--- config.mk ---
export PLATFORM = sky130hd
export DESIGN_NAME = lc3_ctrl
export DESIGN_NICKNAME = d
export VERILOG_FILES = /design/src/hw/rtl/lc3_pkg.sv /design/src/hw/rtl/lc3_ctrl.sv
export SDC_FILE = /design/constraint.sdc
export NUM_CORES = 1
export LEC_CHECK = 0
export BUFFER_PORTS_ARGS = -buffer_cell sky130_fd_sc_hd__buf_2
export CORE_AREA = 3 3 40 42
export CTS_CLUSTER_SIZE = 30
export DETAILED_ROUTE_END_ITERATION = 8
export DIE_AREA = 0 0 43 45
export SKIP_LAST_GASP = 1
export SLEW_MARGIN = 30
export SYNTH_ARGS = -nofsm -noshare
export SYNTH_HDL_FRONTEND = slang
export SYNTH_SLANG_ARGS = --single-unit
--- constraint.sdc ---
create_clock -name aclk -period 1.74 [get_ports aclk]
set_input_delay 0 -clock aclk [delete_from_list [all_inputs] [get_ports aclk]]
set_output_delay 0 -clock aclk [all_outputs]
set_load 0.02 [all_outputs]
--- src/hw/rtl/lc3_pkg.sv ---
// Shared types and constants for the LC-3 processor core.
// Used by the controller, the datapath and the top level; no dependencies.
package lc3_pkg;

    localparam int ADDR_BITS_DEFAULT = 16;
    localparam logic [15:0] PC_RESET  = 16'h3000;
    localparam logic [15:0] KBSR_ADDR = 16'hFE00;
    localparam logic [15:0] KBDR_ADDR = 16'hFE02;
    localparam logic [15:0] KEY_READY = 16'h8000;

    localparam logic [7:0] VEC_GETC = 8'h20;
    localparam logic [7:0] VEC_OUT  = 8'h21;
    localparam logic [7:0] VEC_IN   = 8'h23;   // not served, only links R7
    localparam logic [7:0] VEC_HALT = 8'h25;

    localparam logic [1:0] ST_OK      = 2'd0;
    localparam logic [1:0] ST_HALTED  = 2'd1;
    localparam logic [1:0] ST_ILLEGAL = 2'd2;
    localparam logic [1:0] ST_WAITKEY = 2'd3;

    typedef enum logic [3:0] {
        OP_BR = 4'd0, OP_ADD = 4'd1, OP_LD = 4'd2, OP_ST = 4'd3,
        OP_JSR = 4'd4, OP_AND = 4'd5, OP_LDR = 4'd6, OP_STR = 4'd7,
        OP_RTI = 4'd8, OP_NOT = 4'd9, OP_LDI = 4'd10, OP_STI = 4'd11,
        OP_JMP = 4'd12, OP_RES = 4'd13, OP_LEA = 4'd14, OP_TRAP = 4'd15
    } opcode_t;

    typedef enum logic [2:0] {
        S_IDLE, S_LOAD, S_FETCH, S_EXEC, S_IND, S_MEM, S_DONE
    } state_t;

    // controller -> datapath
    typedef struct packed {
        logic do_load;      // write load word, reset pc
        logic halt_reply;   // build halted reply
        logic fetch;        // read instruction at pc
        logic exec;         // decode ir, first memory access / register work
        logic ind;          // second indirect access (LDI/STI)
        logic mem;          // final data access result
        logic finish;       // register reply
    } dp_cmd_t;

    // datapath -> controller
    typedef struct packed {
        logic halted;
        logic need_ind;
        logic need_mem;
    } dp_stat_t;

    function automatic logic [15:0] sext(input logic [15:0] v, input int bits);
        logic [15:0] r;
        r = v;
        for (int i = 0; i < 16; i++) begin
            if (i >= bits) r[i] = v[bits-1];
        end
        return r;
    endfunction

    function automatic logic [2:0] flags_of(input logic [15:0] x);
        if (x == 16'd0) return 3'b010;
        else if (x[15]) return 3'b100;
        else return 3'b001;
    endfunction

endpackage

--- src/hw/rtl/lc3_ctrl.sv ---
// Sequencer for the LC-3 core: steps each item through fetch, execute and
// memory phases (a load through its load phase). Depends on lc3_pkg.
module lc3_ctrl import lc3_pkg::*; (
    input  logic     aclk,
    input  logic     aresetn,
    input  logic     s_valid,
    input  logic     s_cmd,
    output logic     s_ready,
    input  logic     m_busy,
    output logic     m_load,
    input  dp_stat_t stat,
    output dp_cmd_t  cmd
);

    state_t state_reg, state_next;

    always_ff @(posedge aclk) begin
        if (!aresetn) state_reg <= S_IDLE;
        else          state_reg <= state_next;
    end

    always_comb begin
        state_next = state_reg;
        cmd        = '0;
        s_ready    = 1'b0;
        m_load     = 1'b0;
        case (state_reg)
            S_IDLE: begin
                s_ready = !m_busy;
                if (s_valid && !m_busy) begin
                    if (!s_cmd) state_next = S_LOAD;
                    else if (stat.halted) begin
                        cmd.halt_reply = 1'b1;
                        state_next = S_DONE;
                    end else begin
                        cmd.fetch = 1'b1;
                        state_next = S_FETCH;
                    end
                end
            end
            S_LOAD: begin
                cmd.do_load = 1'b1;
                state_next  = S_DONE;
            end
            S_FETCH: state_next = S_EXEC;
            S_EXEC: begin
                cmd.exec = 1'b1;
                if (stat.need_ind)      state_next = S_IND;
                else if (stat.need_mem) state_next = S_MEM;
                else                    state_next = S_DONE;
            end
            S_IND: begin
                cmd.ind = 1'b1;
                state_next = S_MEM;
            end
            S_MEM: begin
                cmd.mem = 1'b1;
                state_next = S_DONE;
            end
            S_DONE: begin
                cmd.finish = 1'b1;
                m_load     = 1'b1;
                state_next = S_IDLE;
            end
            default: state_next = S_IDLE;
        endcase
    end

endmodule

==> metrics.cfg <==
[worst_setup_path]
end_kind = register
max_stage_delay_ps = 400
critical_path_depth = 3
cp_top_family = simple AND/OR/NAND/NOR gates
crit_buf_inv = 0
path_cells = or3_4 > o211ai_2 > and4b_1
cp_slowest_cell = or3_4
crit_path_max_fanout = 10
cp-start-kind = register
arrival_ps = 1400
rr_worst_depth = 3
cp.required_ps = 1860
worstSetupPathType = register to register

[routing]
drt_wl_total_microns = 562
first_pass_iters = 2
drt_iter0_markers = 1
vias = 258
drc_errors = 0
antenna_left = 0
wire_per_inst_microns = 8.781
vias_per_cell = 4.031

[finish]
drive_gt1_share_pct = 46.94
area_delta_synth_final_pct = 41.75
nets = 58
fin_util_pct = 26.78
largest_reg_flops = 3
antenna_cells = 0

[timing]
min_period_ps = 1288
period_share_pct = 74.00
relSlewSlack_pct = 81.10
slew_viol_final = 0
fin_setup_tns_ps = 0
clock_skew_ps = 0.1869
timing.fmax_mhz = 776.6
finalSetupViolations = 0
worst_slew_pin_slew_ps = 283.2
fin_hold_ws_ps = 32.24
rsz0062_at_grt = false
hold_viol = 0

[place]
finalWeightedCongestion = 0.6990
io_buffers = 16

[global_routing]
antenna_found_initial = 0
grt_max_degree = 12
grt_pass1_vias = 215
gr-total-overflow = 0
grt_use_total_pct = 6.078
grt_pass1_wl_microns = 869

[clock_tree]
cts-resized-gates = 0
cts_max_level = 1
cts_buffers = 3
clock_latency_ps = 230
root_buffer = clkbuf_4
clk_path_buf_depth = 2
cts_tree = done
clkTransAtPathRegs_ps = 40
cts.sinks = 3
cts_setup_buffers = 0
cts_hold_buf = 0

[synthesis]
synth.top_cell.area_share_pct = 24.74
synth_nets = 40
synth.area.top_cells = dfxtp_1, nor3b_1, nor2_1
ys_ff_latch = 3
ys_top_cells_by_count = nor2_1, dfxtp_1, inv_1, nor3b_1, o21ai_0
synth_warnings = 0
async_flop_share_pct = 0
synth-edff-count = 0
synth_largest_area_cell = dfxtp_1
synth_area_per_cell_sq_um = 7.585
yosysUniqueCellTypes = 20
yosys_most_used_dff = dfxtp_1
yosys.cell_count.top_type = nor2_1
synthCells = 32
netlist_area_sq_um = 242.7
seq_area_frac_synth_pct = 24.74

[power]
p_leak_uw = 0.0001771
power_per_cell_area_nw_per_um2 = 967.3
ir_drop_mv = 0.2680

[job]
cap_violations = 0

[floorplan]
dieArea_sq_um = 1935
start_util_pct = 18.89
num_rows = 13
dieWidth_microns = 43
die_h_microns = 45
core_sq_um = 1285
io_pins = 17

[outcome]
status = finished, final reports clean

[hold_path]
whs_path_depth = 3
hp-class = primary input to register

==> cell usage in the layout, fill, tap and decap left out <==
master,synthesis,final
a21oi_1,1,1
inv_1,3,3
nand2_1,1,1
o21ai_0,3,3
or3_4,1,1
o211ai_2,1,1
nand3_1,1,1
clkbuf_4,0,3
nand3b_1,1,1
nor2_1,5,5
dfxtp_1,3,3
buf_2,1,16
nor2b_1,1,1
nor3b_1,3,3
clkbuf_1,0,1
and2b_2,1,1
a311oi_1,1,1
and3_2,1,1
and4b_1,1,1
nor3_1,1,1
==> layout make-up <==
| cell class | count | area [sq um] |
|---|---|---|
| Clock buffer | 4 | 26.28 |
| Fill cell | 153 | 940.9 |
| Inverter | 3 | 11.26 |
| Multi-Input combinational cell | 23 | 147.6 |
| Sequential cell | 3 | 60.06 |
| Tap cell | 15 | 18.77 |
| Timing Repair Buffer | 16 | 80.08 |
==> layer usage <==
layer	up-vias	track usage, %	share of wire (%)
met5	-	0	0
met4	0	5.422	0
met3	0	1.195	8.7
met2	12	7.485	38
met1	101	8.675	53
li1	145	-	-
==> cells by family after synthesis <==
kind of cell / count (synthesis) / synth area share, %
AOI/OAI and AO/OA: 6 / 17.01
buffers and inverters: 6 / 14.43
DFF: 3 / 24.74
and+or+nand+nor: 17 / 43.81
==> worst reg2reg max path, delay by kind of cell (launching register included) <==
family	cells	cell delay, ps
AO/OA/AOI/OAI	1	200
flip-flops	1	370
AND/OR/NAND/NOR	2	610
==> through the flow <==
step	instance area, sq um	setup slack [ps]	total power [uW]	std cells
finish	344.1	452.4	332.8	64
global route	344.1	385.0	362.4	64
detailed placement	317.8	447.1	217.2	60
floorplan	242.7	472.3	190.4	32
CTS	344.1	442.9	341.3	64
global placement	317.8	484.6	216.8	60
==> final timing paths <==
path / slack (ps) / end / start
min: 30 / state_reg[1] / aresetn
max: 450 / state_reg[0] / state_reg[2]
max reg2reg: 450 / state_reg[0] / state_reg[2]
min reg2reg: 580 / state_reg[1] / state_reg[1]
==> report_power, final <==
part	internal, uW	total [uW]	switching [uW]
Sequential	80.0	101	21.3
Combinational	54.8	113	58.5
Clock	85.7	118	32.6
Total	220	333	112
No activity file was read; power rests on OpenSTA's default activity.
